$ cat src/hw/rtl/ppsp_pkg.sv
// Shared constants, types and the control program of the wheel speed regulator.
`default_nettype none
package ppsp_pkg;

   // fixed point and field widths
   localparam int FRAC_BITS  = 16;
   localparam int TIME_W     = 16;
   localparam int TP_W       = 17;
   localparam int TGT_W      = 18;
   localparam int NUM_W      = 32;
   localparam int GAIN_W     = 16;
   localparam int LIM_W      = 16;
   localparam int DUTY_W     = 16;
   localparam int SPEED_W    = 32;
   localparam int CNT_W      = 2;
   localparam int DIFF_W     = TIME_W + 2;
   // an unwrapped period can need a 17th bit when the timer length is large
   localparam int DIV_W      = TIME_W + 1;
   localparam int DIVCNT_W   = 5;
   localparam int ERR_W      = SPEED_W + 2;
   localparam int DERIV_W    = ERR_W + 1;
   localparam int MUL_A_W    = DERIV_W + 1;
   localparam int MUL_B_W    = GAIN_W + 1;
   localparam int PROD_W     = MUL_A_W + MUL_B_W;
   localparam int GAIN_SHIFT = 8;
   localparam int TERM_W     = PROD_W - GAIN_SHIFT;
   localparam int ACC_W      = 48;
   localparam int BOUND_W    = LIM_W + FRAC_BITS;
   localparam int CSR_AW     = 5;
   localparam int CSR_DW     = 32;
   localparam int REQ_DW     = 16;
   localparam int RSP_DW     = 48;

   localparam logic [CNT_W-1:0] CAPTURES_NEEDED = 2'd2;

   // register map, index = paddr[4:2]
   typedef logic [2:0] reg_idx_type;
   localparam reg_idx_type REG_TARGET    = 3'd0;
   localparam reg_idx_type REG_NUMERATOR = 3'd1;
   localparam reg_idx_type REG_PROP_GAIN = 3'd2;
   localparam reg_idx_type REG_INTEG_GAIN = 3'd3;
   localparam reg_idx_type REG_DERIV_GAIN = 3'd4;
   localparam reg_idx_type REG_INTEG_LIM = 3'd5;
   localparam reg_idx_type REG_MAX_DUTY  = 3'd6;
   localparam reg_idx_type REG_TIMER_PER = 3'd7;

   localparam logic [TGT_W-1:0]  RST_TARGET     = 18'd98304;
   localparam logic [NUM_W-1:0]  RST_NUMERATOR  = 32'd358773722;
   localparam logic [GAIN_W-1:0] RST_PROP_GAIN  = 16'd256;
   localparam logic [GAIN_W-1:0] RST_INTEG_GAIN = 16'd1280;
   localparam logic [GAIN_W-1:0] RST_DERIV_GAIN = 16'd256;
   localparam logic [LIM_W-1:0]  RST_INTEG_LIM  = 16'd10000;
   localparam logic [DUTY_W-1:0] RST_MAX_DUTY   = 16'd10000;
   localparam logic [TP_W-1:0]   RST_TIMER_PER  = 17'd65000;

   // input kinds
   localparam logic FUNC_CAPTURE = 1'b0;
   localparam logic FUNC_TICK    = 1'b1;

   // microcode
   typedef enum logic [3:0] {
      DP_WAIT,
      DP_PERIOD,
      DP_DIV,
      DP_SPEED,
      DP_ERR,
      DP_MUL_I,
      DP_ACC_I,
      DP_CLAMP_I,
      DP_MUL_P,
      DP_ACC_P,
      DP_MUL_D,
      DP_ACC_D,
      DP_OUT
   } dp_op_type;

   typedef enum logic [1:0] {
      SC_ALWAYS,
      SC_GO,
      SC_DIV_DONE,
      SC_OUT_FREE
   } seq_cond_type;

   typedef logic [3:0] uaddr_type;

   typedef struct packed {
      dp_op_type    op;
      seq_cond_type cond;
      uaddr_type    target;
   } ucode_type;

   localparam uaddr_type UA_WAIT    = 4'd0;
   localparam uaddr_type UA_PERIOD  = 4'd1;
   localparam uaddr_type UA_DIV     = 4'd2;
   localparam uaddr_type UA_SPEED   = 4'd3;
   localparam uaddr_type UA_ERR     = 4'd4;
   localparam uaddr_type UA_MUL_I   = 4'd5;
   localparam uaddr_type UA_ACC_I   = 4'd6;
   localparam uaddr_type UA_CLAMP_I = 4'd7;
   localparam uaddr_type UA_MUL_P   = 4'd8;
   localparam uaddr_type UA_ACC_P   = 4'd9;
   localparam uaddr_type UA_MUL_D   = 4'd10;
   localparam uaddr_type UA_ACC_D   = 4'd11;
   localparam uaddr_type UA_OUT     = 4'd12;

   // a step holds (and repeats its op) until its condition is met, then jumps
   function automatic ucode_type ucode_rom(input uaddr_type addr);
      case (addr)
         UA_WAIT:    return '{DP_WAIT,    SC_GO,       UA_PERIOD};
         UA_PERIOD:  return '{DP_PERIOD,  SC_ALWAYS,   UA_DIV};
         UA_DIV:     return '{DP_DIV,     SC_DIV_DONE, UA_SPEED};
         UA_SPEED:   return '{DP_SPEED,   SC_ALWAYS,   UA_ERR};
         UA_ERR:     return '{DP_ERR,     SC_ALWAYS,   UA_MUL_I};
         UA_MUL_I:   return '{DP_MUL_I,   SC_ALWAYS,   UA_ACC_I};
         UA_ACC_I:   return '{DP_ACC_I,   SC_ALWAYS,   UA_CLAMP_I};
         UA_CLAMP_I: return '{DP_CLAMP_I, SC_ALWAYS,   UA_MUL_P};
         UA_MUL_P:   return '{DP_MUL_P,   SC_ALWAYS,   UA_ACC_P};
         UA_ACC_P:   return '{DP_ACC_P,   SC_ALWAYS,   UA_MUL_D};
         UA_MUL_D:   return '{DP_MUL_D,   SC_ALWAYS,   UA_ACC_D};
         UA_ACC_D:   return '{DP_ACC_D,   SC_ALWAYS,   UA_OUT};
         UA_OUT:     return '{DP_OUT,     SC_OUT_FREE, UA_WAIT};
         default:    return '{DP_WAIT,    SC_ALWAYS,   UA_WAIT};
      endcase
   endfunction

endpackage
`default_nettype wire

$ cat src/hw/rtl/pulse_period_speed_pid.sv
// Wheel speed PID regulator: microcoded sequencer, serial divider, shared multiplier.
// Program: a tick word (with two captures held), once accepted, runs 1 period step,
//   32 divider steps and 10 arithmetic steps, the last waiting for a free output.
// Input: capture words one per cycle while the sequencer waits; no word is taken
//   while the program runs its 32-step restoring divider and single shared multiplier.
// Reset (synchronous, active high): registers to their defaults, timestamps,
//   capture count, previous error and integral to zero. No clearing pass.
`default_nettype none
module pulse_period_speed_pid (
   input  wire logic                         clock,
   input  wire logic                         reset,
   // request: tdata = capture_time[15:0]; tuser = func
   input  wire logic                         req_tvalid,
   output logic                              req_tready,
   input  wire logic [ppsp_pkg::REQ_DW-1:0]  req_tdata,
   input  wire logic                         req_tuser,
   // response: tdata = duty[15:0], speed[47:16]
   output logic                              rsp_tvalid,
   input  wire logic                         rsp_tready,
   output logic [ppsp_pkg::RSP_DW-1:0]       rsp_tdata,
   // register port
   input  wire logic                         csr_psel,
   input  wire logic                         csr_penable,
   input  wire logic                         csr_pwrite,
   input  wire logic [ppsp_pkg::CSR_AW-1:0]  csr_paddr,
   input  wire logic [ppsp_pkg::CSR_DW-1:0]  csr_pwdata,
   output logic [ppsp_pkg::CSR_DW-1:0]       csr_prdata,
   output logic                              csr_pready
);
   import ppsp_pkg::*;

   // ---- configuration registers ----
   logic [TGT_W-1:0]  target_ff,     target_in;
   logic [NUM_W-1:0]  numerator_ff,  numerator_in;
   logic [GAIN_W-1:0] prop_gain_ff,  prop_gain_in;
   logic [GAIN_W-1:0] integ_gain_ff, integ_gain_in;
   logic [GAIN_W-1:0] deriv_gain_ff, deriv_gain_in;
   logic [LIM_W-1:0]  integ_lim_ff,  integ_lim_in;
   logic [DUTY_W-1:0] max_duty_ff,   max_duty_in;
   logic [TP_W-1:0]   timer_per_ff,  timer_per_in;

   // ---- sequencer ----
   uaddr_type upc_ff, upc_in;
   ucode_type uword;
   logic      cond_ok;

   // ---- control state ----
   logic [TIME_W-1:0] newest_ff, newest_in;
   logic [TIME_W-1:0] older_ff,  older_in;
   logic [CNT_W-1:0]  count_ff,  count_in;
   logic signed [ERR_W-1:0] prev_err_ff, prev_err_in;
   logic signed [ACC_W-1:0] integral_ff, integral_in;
   logic rsp_valid_ff, rsp_valid_in;

   // ---- datapath scratch ----
   logic              sat_ff,     sat_in;
   logic [DIV_W-1:0]  divisor_ff, divisor_in;
   logic [DIV_W-1:0]  rem_ff,     rem_in;
   logic [NUM_W-1:0]  quot_ff,    quot_in;
   logic [DIVCNT_W-1:0] divcnt_ff, divcnt_in;
   logic [SPEED_W-1:0] speed_ff,  speed_in;
   logic signed [ERR_W-1:0]   err_ff,   err_in;
   logic signed [DERIV_W-1:0] deriv_ff, deriv_in;
   logic signed [PROD_W-1:0]  prod_ff,  prod_in;
   logic signed [ACC_W-1:0]   pid_ff,   pid_in;
   logic [DUTY_W-1:0]  rsp_duty_ff,  rsp_duty_in;
   logic [SPEED_W-1:0] rsp_speed_ff, rsp_speed_in;

   // ---- combinational helpers ----
   logic                        csr_wr;
   logic                        req_acc;
   logic                        go;
   logic signed [DIFF_W-1:0]    diff;
   logic signed [DIFF_W-1:0]    period_adj;
   logic [DIV_W:0]              div_shift;
   logic                        div_fit;
   logic signed [MUL_A_W-1:0]   mul_a;
   logic signed [MUL_B_W-1:0]   mul_b;
   logic signed [TERM_W-1:0]    term;
   logic signed [ACC_W-1:0]     term_ext;
   logic signed [ACC_W-1:0]     bound;
   logic [ACC_W-FRAC_BITS-1:0]  duty_whole;
   logic [DUTY_W-1:0]           duty_val;
   logic                        out_load;

   assign csr_pready = 1'b1;
   assign csr_wr     = csr_psel && csr_penable && csr_pwrite && csr_pready;

   // register read back
   always_comb begin
      case (reg_idx_type'(csr_paddr[CSR_AW-1:2]))
         REG_TARGET:     csr_prdata = CSR_DW'(target_ff);
         REG_NUMERATOR:  csr_prdata = CSR_DW'(numerator_ff);
         REG_PROP_GAIN:  csr_prdata = CSR_DW'(prop_gain_ff);
         REG_INTEG_GAIN: csr_prdata = CSR_DW'(integ_gain_ff);
         REG_DERIV_GAIN: csr_prdata = CSR_DW'(deriv_gain_ff);
         REG_INTEG_LIM:  csr_prdata = CSR_DW'(integ_lim_ff);
         REG_MAX_DUTY:   csr_prdata = CSR_DW'(max_duty_ff);
         REG_TIMER_PER:  csr_prdata = CSR_DW'(timer_per_ff);
         default:        csr_prdata = '0;
      endcase
   end

   // microcode fetch and step condition
   assign uword      = ucode_rom(upc_ff);
   assign req_tready = (uword.op == DP_WAIT);
   assign req_acc    = req_tvalid && req_tready;
   // only a tick with two timestamps held starts the program
   assign go         = req_acc && (req_tuser == FUNC_TICK) && (count_ff == CAPTURES_NEEDED);

   always_comb begin
      case (uword.cond)
         SC_ALWAYS:   cond_ok = 1'b1;
         SC_GO:       cond_ok = go;
         SC_DIV_DONE: cond_ok = (divcnt_ff == '1);
         SC_OUT_FREE: cond_ok = !rsp_valid_ff || rsp_tready;
         default:     cond_ok = 1'b1;
      endcase
   end

   assign upc_in = cond_ok ? uword.target : upc_ff;

   // period between the two newest edges, unwrapped once by the timer length
   assign diff       = $signed({2'b00, newest_ff}) - $signed({2'b00, older_ff});
   assign period_adj = diff[DIFF_W-1] ? diff + $signed({1'b0, timer_per_ff}) : diff;

   // restoring divider step
   assign div_shift = {rem_ff, quot_ff[NUM_W-1]};
   assign div_fit   = (div_shift >= {1'b0, divisor_ff});

   // shared multiplier operands
   always_comb begin
      mul_a = MUL_A_W'(err_ff);
      mul_b = $signed({1'b0, prop_gain_ff});
      case (uword.op)
         DP_MUL_I: begin
            mul_a = MUL_A_W'(err_ff);
            mul_b = $signed({1'b0, integ_gain_ff});
         end
         DP_MUL_D: begin
            mul_a = MUL_A_W'(deriv_ff);
            mul_b = $signed({1'b0, deriv_gain_ff});
         end
         default: begin
            mul_a = MUL_A_W'(err_ff);
            mul_b = $signed({1'b0, prop_gain_ff});
         end
      endcase
   end

   // arithmetic shift dropping the Q8.8 gain's fraction bits floors towards minus infinity
   assign term     = prod_ff[PROD_W-1:GAIN_SHIFT];
   assign term_ext = ACC_W'(term);
   assign bound    = $signed(ACC_W'({integ_lim_ff, {FRAC_BITS{1'b0}}}));

   // duty clamp
   assign duty_whole = pid_ff[ACC_W-1:FRAC_BITS];
   always_comb begin
      if (pid_ff[ACC_W-1] || (pid_ff == '0)) begin
         duty_val = '0;
      end else if (duty_whole > (ACC_W-FRAC_BITS)'(max_duty_ff)) begin
         duty_val = max_duty_ff;
      end else begin
         duty_val = duty_whole[DUTY_W-1:0];
      end
   end

   assign out_load = (uword.op == DP_OUT) && cond_ok;

   always_comb begin
      target_in     = target_ff;
      numerator_in  = numerator_ff;
      prop_gain_in  = prop_gain_ff;
      integ_gain_in = integ_gain_ff;
      deriv_gain_in = deriv_gain_ff;
      integ_lim_in  = integ_lim_ff;
      max_duty_in   = max_duty_ff;
      timer_per_in  = timer_per_ff;
      newest_in     = newest_ff;
      older_in      = older_ff;
      count_in      = count_ff;
      prev_err_in   = prev_err_ff;
      integral_in   = integral_ff;
      sat_in        = sat_ff;
      divisor_in    = divisor_ff;
      rem_in        = rem_ff;
      quot_in       = quot_ff;
      divcnt_in     = divcnt_ff;
      speed_in      = speed_ff;
      err_in        = err_ff;
      deriv_in      = deriv_ff;
      prod_in       = prod_ff;
      pid_in        = pid_ff;
      rsp_duty_in   = rsp_duty_ff;
      rsp_speed_in  = rsp_speed_ff;
      rsp_valid_in  = rsp_valid_ff && !rsp_tready;

      if (csr_wr) begin
         case (reg_idx_type'(csr_paddr[CSR_AW-1:2]))
            REG_TARGET:     target_in     = csr_pwdata[TGT_W-1:0];
            REG_NUMERATOR:  numerator_in  = csr_pwdata[NUM_W-1:0];
            REG_PROP_GAIN:  prop_gain_in  = csr_pwdata[GAIN_W-1:0];
            REG_INTEG_GAIN: integ_gain_in = csr_pwdata[GAIN_W-1:0];
            REG_DERIV_GAIN: deriv_gain_in = csr_pwdata[GAIN_W-1:0];
            REG_INTEG_LIM:  integ_lim_in  = csr_pwdata[LIM_W-1:0];
            REG_MAX_DUTY:   max_duty_in   = csr_pwdata[DUTY_W-1:0];
            REG_TIMER_PER:  timer_per_in  = csr_pwdata[TP_W-1:0];
            default: ;
         endcase
      end

      case (uword.op)
         DP_WAIT: begin
            if (req_acc && (req_tuser == FUNC_CAPTURE)) begin
               older_in  = newest_ff;
               newest_in = req_tdata[TIME_W-1:0];
               if (count_ff != CAPTURES_NEEDED) begin
                  count_in = count_ff + 1'b1;
               end
            end
         end
         DP_PERIOD: begin
            sat_in     = period_adj[DIFF_W-1] || (period_adj == '0);
            divisor_in = period_adj[DIV_W-1:0];
            rem_in     = '0;
            quot_in    = numerator_ff;
            divcnt_in  = '0;
         end
         DP_DIV: begin
            rem_in    = div_fit ? DIV_W'(div_shift - {1'b0, divisor_ff})
                                : div_shift[DIV_W-1:0];
            quot_in   = {quot_ff[NUM_W-2:0], div_fit};
            divcnt_in = divcnt_ff + 1'b1;
         end
         DP_SPEED: begin
            speed_in = sat_ff ? '1 : quot_ff;
         end
         DP_ERR: begin
            err_in   = $signed(ERR_W'(target_ff)) - $signed(ERR_W'(speed_ff));
            deriv_in = DERIV_W'(err_in) - DERIV_W'(prev_err_ff);
         end
         DP_MUL_I, DP_MUL_P, DP_MUL_D: begin
            prod_in = mul_a * mul_b;
         end
         DP_ACC_I: begin
            integral_in = integral_ff + term_ext;
         end
         DP_CLAMP_I: begin
            if (integral_ff > bound) begin
               integral_in = bound;
            end else if (integral_ff < -bound) begin
               integral_in = -bound;
            end
         end
         DP_ACC_P: begin
            pid_in = integral_ff + term_ext;
         end
         DP_ACC_D: begin
            pid_in      = pid_ff + term_ext;
            prev_err_in = err_ff;
         end
         DP_OUT: begin
            if (out_load) begin
               rsp_duty_in  = duty_val;
               rsp_speed_in = speed_ff;
               rsp_valid_in = 1'b1;
            end
         end
         default: ;
      endcase
   end

   always_ff @(posedge clock) begin
      if (reset) begin
         target_ff     <= RST_TARGET;
         numerator_ff  <= RST_NUMERATOR;
         prop_gain_ff  <= RST_PROP_GAIN;
         integ_gain_ff <= RST_INTEG_GAIN;
         deriv_gain_ff <= RST_DERIV_GAIN;
         integ_lim_ff  <= RST_INTEG_LIM;
         max_duty_ff   <= RST_MAX_DUTY;
         timer_per_ff  <= RST_TIMER_PER;
         upc_ff        <= UA_WAIT;
         newest_ff     <= '0;
         older_ff      <= '0;
         count_ff      <= '0;
         prev_err_ff   <= '0;
         integral_ff   <= '0;
         rsp_valid_ff  <= 1'b0;
      end else begin
         target_ff     <= target_in;
         numerator_ff  <= numerator_in;
         prop_gain_ff  <= prop_gain_in;
         integ_gain_ff <= integ_gain_in;
         deriv_gain_ff <= deriv_gain_in;
         integ_lim_ff  <= integ_lim_in;
         max_duty_ff   <= max_duty_in;
         timer_per_ff  <= timer_per_in;
         upc_ff        <= upc_in;
         newest_ff     <= newest_in;
         older_ff      <= older_in;
         count_ff      <= count_in;
         prev_err_ff   <= prev_err_in;
         integral_ff   <= integral_in;
         rsp_valid_ff  <= rsp_valid_in;
      end
      // datapath scratch and response payload
      sat_ff       <= sat_in;
      divisor_ff   <= divisor_in;
      rem_ff       <= rem_in;
      quot_ff      <= quot_in;
      divcnt_ff    <= divcnt_in;
      speed_ff     <= speed_in;
      err_ff       <= err_in;
      deriv_ff     <= deriv_in;
      prod_ff      <= prod_in;
      pid_ff       <= pid_in;
      rsp_duty_ff  <= rsp_duty_in;
      rsp_speed_ff <= rsp_speed_in;
   end

   assign rsp_tvalid = rsp_valid_ff;
   assign rsp_tdata  = {rsp_speed_ff, rsp_duty_ff};

   // ---- checks ----
   // integral is within its bound once the clamp step has run
   a_integral_bounded: assert property (@(posedge clock) disable iff (reset)
      (upc_ff == UA_MUL_P) |-> ((integral_ff <= bound) && (integral_ff >= -bound)))
      else $error("integral outside its bound after clamp");

   // speed is only formed straight after the divider finishes
   a_speed_after_div: assert property (@(posedge clock) disable iff (reset)
      (upc_ff == UA_SPEED) |-> ($past(upc_ff) == UA_DIV))
      else $error("speed step not preceded by divider");

   // a freshly loaded duty never exceeds the clamp
   a_duty_clamped: assert property (@(posedge clock) disable iff (reset)
      out_load |=> (rsp_duty_ff <= max_duty_ff))
      else $error("duty above max_duty");

endmodule
`default_nettype wire
$ cat config.mk
export PLATFORM = sky130hd
export DESIGN_NAME = pulse_period_speed_pid
export DESIGN_NICKNAME = d
export VERILOG_FILES = /design/src/hw/rtl/ppsp_pkg.sv /design/src/hw/rtl/pulse_period_speed_pid.sv
export SDC_FILE = /design/constraint.sdc
export NUM_CORES = 2
export LEC_CHECK = 0
export ABC_AREA = 1
export BUFFER_PORTS_ARGS = -buffer_cell sky130_fd_sc_hd__buf_2
export CELL_PAD_IN_SITES_DETAIL_PLACEMENT = 0
export CELL_PAD_IN_SITES_GLOBAL_PLACEMENT = 1
export CORE_AREA = 3 3 339 341
export CTS_CLUSTER_DIAMETER = 30
export DETAILED_ROUTE_END_ITERATION = 10
export DIE_AREA = 0 0 342 344
export GPL_ROUTABILITY_DRIVEN = 0
export PLACE_DENSITY_LB_ADDON = 0.2
export REMOVE_ABC_BUFFERS = 1
export SLEW_MARGIN = 5
export SYNTH_ARGS = -nofsm -noshare
export SYNTH_HDL_FRONTEND = slang
export SYNTH_SLANG_ARGS = --single-unit
$ cat constraint.sdc
create_clock -name clock -period 13.2 [get_ports clock]
set_clock_uncertainty 0.2 [all_clocks]
set_input_delay 0.66 -clock clock [delete_from_list [all_inputs] [get_ports clock]]
set_output_delay 0.66 -clock clock [all_outputs]
set_load 0.01 [all_outputs]
Word level (Yosys, flattened, before mapping)
Memory sizes are Yosys's and may differ from the RTL's. A register that Yosys moved wholly into a read port is not among the register bits.
Cells that the tools add are included.
{"block": "classes", "multipliers": 1, "order_cmp": 4, "addsub": 10, "eq_ne": 26, "n_reduce_logical": 34, "muxes": 18, "bitwise": 1}
{"operator": "$pmux W32 S8", "count": 1}
{"operator": "$pmux W48 S2", "count": 2}
{"operator": "$add A48 B45 Y48", "count": 2}
{"operator": "$mux W48", "count": 2}
{"operator": "$pmux W32 S2", "count": 1}
{"operator": "$mul A36 B17 Y53", "count": 1}
{"operator": "$gt A48 B33 Y1", "count": 1}
{"operator": "$logic_not A48 Y1", "count": 1}
{"operator": "$lt A48 B48 Y1", "count": 1}
{"operator": "$neg A32 Y48", "count": 1}
{"operator": "$mux W36", "count": 1}
{"operator": "$pmux W17 S2", "count": 1}
{"operator": "$sub A33 B33 Y34", "count": 1}
{"operator": "$sub A18 B32 Y33", "count": 1}
{"operator": "$gt A32 B16 Y1", "count": 1}
{"operator": "$pmux W16 S2", "count": 1}
{"operator": "$reduce_and A2 Y1", "count": 11}
{"operator": "$eq A4 B4 Y1 const B", "count": 5}
{"operator": "$add A17 B18 Y18", "count": 1}
{"operator": "$ge A18 B17 Y1", "count": 1}
{"operator": "$logic_not A18 Y1", "count": 1}
{"operator": "$mux W18", "count": 1}
{"operator": "$mux W17", "count": 1}
{"operator": "$sub A16 B16 Y17", "count": 1}
{"operator": "other kinds (29)", "count": 53}
{"block": "totals", "n_memories": 1, "output_inout_bits": 83, "mem_bits_ro": 160, "input_bits": 61, "word_cells": 122, "register_bits": 588}
{"memory": "(name not given)", "words": 16, "word_bits": 10, "rd": 1, "rd_clocked_by_memory_dff": 1, "wr": 0, "line_no": "ppsp_pkg.sv:108", "text": "case (addr)"}

Depth between registers and ports, before layout
{"block": "depth", "depth_word": 8, "depth_mapped": 35, "ltp_nobuf": 33}

Worst setup path before layout
No wires, ideal clock.
{"block": "synth_path", "path_kind": "flip-flop to flip-flop", "startpoint": "register, netlist name uword[6]", "endpoint": "register prod_ff[48] (data pin)", "arrival_ps": 6418, "stages_incl_launch_ff": 31, "setup_ps": 252, "required_time_ps": 12748, "path_buffers": 3, "path_slack_ps": 6330, "cell_sequence": "dfxtp_1 -> nor2_1 -> inv_2 -> nor2_4 -> inv_2 -> buf_2 -> o22ai_1 -> a21oi_1 -> buf_2 -> nor2_1 -> fa_1 -> inv_1 -> fa_1 -> inv_1 -> fa_1 -> inv_1 -> fa_1 -> inv_1 -> fa_1 -> inv_1 -> fa_1 -> inv_1 -> ha_1 -> clkbuf_1 -> nand2_1 -> nor2_1 -> inv_1 -> nor4_1 -> a21oi_1 -> nand2_1 -> nand2_1"}
{"block": "synth_between", "elab_chain_cells": 3, "word_cells_on_any_way": 5, "cone_classes": "mul (1); eq/ne (2); mux (2)"}
{"element": "$eq A4 B4 Y1 or $eq A4 B3 Y1 (tied branches)", "line_no": "pulse_period_speed_pid.sv:135", "text": "case (uword.op)"}
{"element": "$pmux W16 S2 or $mux W36 (tied branches)", "line_no": "pulse_period_speed_pid.sv:135"}
{"element": "$mul A36 B17 Y53 (*)", "line_no": "pulse_period_speed_pid.sv:243", "text": "prod_in = mul_a * mul_b;"}
{"element": "end signal, assigned", "line_no": "pulse_period_speed_pid.sv:316", "text": "prod_ff <= prod_in;"}
{"element": "end, declared", "line_no": "pulse_period_speed_pid.sv:64", "text": "logic signed [PROD_W-1:0] prod_ff, prod_in;"}
Every way passes the cells marked *; elsewhere a longest branch is shown, timed or not.
A chain may end at the register's enable or synchronous reset.

Worst setup path in the final report
{"block": "layout_path", "startpoint": "register, netlist name uword[6]", "endpoint": "register prod_ff[50] (data pin)"}
{"block": "layout_between", "elab_chain_cells": 3, "word_cells_on_any_way": 5, "cone_classes": "mul (1); eq/ne (2); mux (2)"}
{"element": "$eq A4 B4 Y1 or $eq A4 B3 Y1 (tied branches)", "line_no": "pulse_period_speed_pid.sv:135"}
{"element": "$pmux W16 S2 or $mux W36 (tied branches)", "line_no": "pulse_period_speed_pid.sv:135"}
{"element": "$mul A36 B17 Y53 (*)", "line_no": "pulse_period_speed_pid.sv:243"}
Marks and branches as above.

==> impl_metrics.env <==
export IMPL_p_seq_frac=0.226
export IMPL_period_needed_ns=8.73
export IMPL_rr_startpoint="uword[6]"
export IMPL_fillers=10500
export IMPL_worstMarginPinSlew_ns=1.17
export IMPL_synth_edf_count=312
export IMPL_reg2regPathDepth=29
export IMPL_end_kind="flip-flop"
export IMPL_syn_cell_area_mm2=0.0583
export IMPL_netSwitchingPower_mw=4.79
export IMPL_crit_type="reg2reg"
export IMPL_finalCritPeriodShare=0.661
export IMPL_crit_arrival_ns=8.99
export IMPL_maxCapViolCount=0
export IMPL_seqCellArea_mm2=0.0149
export IMPL_cp_num_cells=29
export IMPL_final_cells=9567
export IMPL_grt_pass1_vias=51700
export IMPL_grt_first_pass_wirelength_mm=295
export IMPL_route_detailed_drc=0
export IMPL_tritoncts="built"
export IMPL_cp_num_buf_inv=8
export IMPL_portBuffers=140
export IMPL_critPathTopFamily="adder cells"
export IMPL_worstReg2RegEnd="prod_ff[50]"
export IMPL_dpl_hpwl_mm=150
export IMPL_pin_count=144
export IMPL_ys_seq_elements=589
export IMPL_max_stage_delay_ns=0.64
export IMPL_ys_types=67
export IMPL_yosysWarnings=0
export IMPL_die_y_um=344
export IMPL_yosysMostFrequentCell="nand2_1"
export IMPL_irDropWorstVdd_mv=0.170
export IMPL_drtAntennaViolNets=0
export IMPL_hold_end="numerator_ff[19]"
export IMPL_pwr_share_clk=0.317
export IMPL_cpMaxStageDelayCell="buf_4"
export IMPL_die_area_mm2=0.118
export IMPL_min_path_type="in2reg"
export IMPL_fin_nets=8925
export IMPL_holdCritStartpoint="csr_pwdata[19]"
export IMPL_placed_cells=9286
export IMPL_clock_latency_ns=0.73
export IMPL_rsz0062_at_grt="false"
export IMPL_clockRootBuffer="clkbuf_16"
export IMPL_setup_tns_ns=0
export IMPL_max_slew_margin=0.217
export IMPL_numCtsBuffers=135
export IMPL_cts_buffer_depth=3
export IMPL_vias_per_cell=5.49
export IMPL_pwr_share_comb=0.457
export IMPL_synthToLayoutAreaGrowth_pct=12.5
export IMPL_fin_hold_ws_ns=0.0143
export IMPL_grt_ovfl_total=0
export IMPL_num_rows=123
export IMPL_synth_top_cells_by_count="1719 x nand2_1, 1456 x inv_1, 946 x nor2_1"
export IMPL_holdPathStages=3
export IMPL_synth_flop_cell="edfxtp_1"
export IMPL_power_mw=11.2
export IMPL_ys_seq_area_frac=0.256
export IMPL_core_area_mm2=0.112
export IMPL_dr_pass1_iters=9
export IMPL_async_flop_share=0
export IMPL_finalInstanceArea_mm2=0.0655
export IMPL_vias=52500
export IMPL_clkTransAtPathRegs_ns=0.05
export IMPL_finalHoldViolCount=0
export IMPL_cts_resized=0
export IMPL_multi_input_area_mm2=0.0369
export IMPL_crit_fanout=67
export IMPL_cts_max_level=4
export IMPL_crit_top_cell="fa_1"
export IMPL_cp_required_ns=13.47
export IMPL_drt_iter0_drc=4434
export IMPL_grtUsageTotal=0.324
export IMPL_synth_top_area_frac=0.182
export IMPL_timing_max_transition_violations_final=0
export IMPL_antenna_found_initial=12
export IMPL_p_per_area_mw_per_mm2=171
export IMPL_synth_area_leaders="fa_1 18%, edfxtp_1 16%, nand2_1 11%, dfxtp_1 9.5%, inv_1 9.4%"
export IMPL_cts_sinks=589
export IMPL_r2r_slack_ns=4.47
export IMPL_start_kind="flip-flop"
export IMPL_finalSetupViolCount=0
export IMPL_syn_avg_cell_area_um2=7.47
export IMPL_sw_frac_of_total=0.427
export IMPL_p_int_mw=6.42
export IMPL_status="completed"
export IMPL_totalWireLength_mm=190
export IMPL_grt_max_degree=155
export IMPL_wl_per_cell_um=19.8
export IMPL_drive_gt1_frac=0.0685
export IMPL_place_area_mm2=0.0604
export IMPL_fp_dieW_um=342
export IMPL_p_leak_nw=31.7
export IMPL_netlist_instances=7805
export IMPL_synth_top_area_cell="fa_1"
export IMPL_start_util=0.519
export IMPL_fmax_mhz=115
==> worst max-delay path by stage <==
stage                        to  slack [ns]  startpoint
floorplan           prod_ff[50]        4.90    uword[6]
global placement    prod_ff[50]        4.71    uword[6]
detailed placement  prod_ff[50]        4.61    uword[6]
CTS                 prod_ff[50]        4.58    uword[6]
global route        prod_ff[50]        3.94    uword[6]
finish              prod_ff[50]        4.47    uword[6]
==> flip-flops by register name (all words and copies together), names as in the netlist, 17 cells and up <==
register      cells
err_ff           33
prev_err_ff      33
divisor_ff       17
speed_ff         32
integral_ff      48
target_ff        18
deriv_ff         34
rsp_speed_ff     32
numerator_ff     32
pid_ff           48
prod_ff          45
timer_per_ff     17
quot_ff          32
rem_ff           17
==> worst reg2reg max path: cells and delay by family (launching register included) <==
family	cells	cell delay, ns
AOI/OAI and AO/OA	7	1.77
adders and majority gates	7	3.49
buffers and inverters	8	1.84
DFF	1	0.46
and+or+nand+nor	7	0.74
==> stage by stage <==
step	setup WS (ns)	util
floorplan	4.90	-
global placement	4.71	0.538
detailed placement	4.61	0.538
CTS	4.58	0.584
global route	3.94	0.584
finish	4.47	0.584
==> metal layers <==
| layer | vias to the layer above | part of all wire | track usage |
|---|---|---|---|
| met3 | 454 | 0.093 | 0.0711 |
| met2 | 2173 | 0.44 | 0.512 |
| met4 | 14 | 0.042 | 0.129 |
| li1 | 24900 | - | - |
| met5 | - | 0.00052 | 0 |
| met1 | 24900 | 0.42 | 0.433 |
==> layout by cell type, fill, tap and decap left out, types with 13 or more instances in the layout <==
master and n:
a21oi_1 445, a21boi_0 13, clkbuf_16 141, nor2_1 940, o21bai_1 37, edfxtp_1 312
dfxtp_1 277, bufinv_16 18, xor2_1 120, nor3_1 51, a221oi_1 31, xnor2_1 60
dlygate4sd3_1 23, buf_2 140, nand3_1 345, o211ai_1 16, o21ai_0 436, clkbuf_1 23
nor4_1 32, inv_2 32, buf_4 59, ha_1 389, fa_1 529, clkinv_2 19
nand2_1 1719, or2_2 31, inv_1 1455, a21o_1 31, o22ai_1 33, clkbuf_8 20
nand3b_1 23, a31oi_1 43, o21a_1 15, nand4_1 46, o21ai_1 24
==> cell type report <==
class / count / share of cell area
Antenna cell: 6 / 0.000229
Clock buffer: 184 / 0.0594
Clock inverter: 68 / 0.0152
Inverter: 1495 / 0.0857
Multi-Input combinational cell: 5503 / 0.562
Sequential cell: 589 / 0.228
Tap cell: 1500 / 0.0286
Timing Repair Buffer: 222 / 0.0210
==> power groups by stage <==
| stage | logic, mW | registers [mW] | clock network, mW |
|---|---|---|---|
| 2_1_floorplan | 3.54 | 2.50 | 0 |
| 3_3_place_gp | 4.97 | 2.56 | 0 |
| 3_5_place_dp | 5.02 | 2.56 | 0 |
| 4_1_cts | 5.06 | 2.53 | 3.58 |
| 5_1_grt | 5.74 | 2.56 | 3.68 |
| 6_report | 5.12 | 2.54 | 3.55 |
==> kinds of logic (layout without fill, tap and decap cells) <==
logic type	Yosys count	count (layout)	synth area share
muxes	3	3	0.000558
AOI/OAI and AO/OA	1166	1166	0.111
buffers and inverters	1713	1969	0.113
adders and majority gates	918	918	0.265
other	1	7	0.0000644
xor gates and xnor gates	180	180	0.0271
and+or+nand+nor	3235	3235	0.227
DFF	589	589	0.256
==> repair_timing <==
action / in CTS / in global routing
endpoints found under the hold margin: 24 / 0
buffers inserted: 0 / 0
hold buffers: 23 / 0
Note: power is estimated with default switching activity, not from simulation.
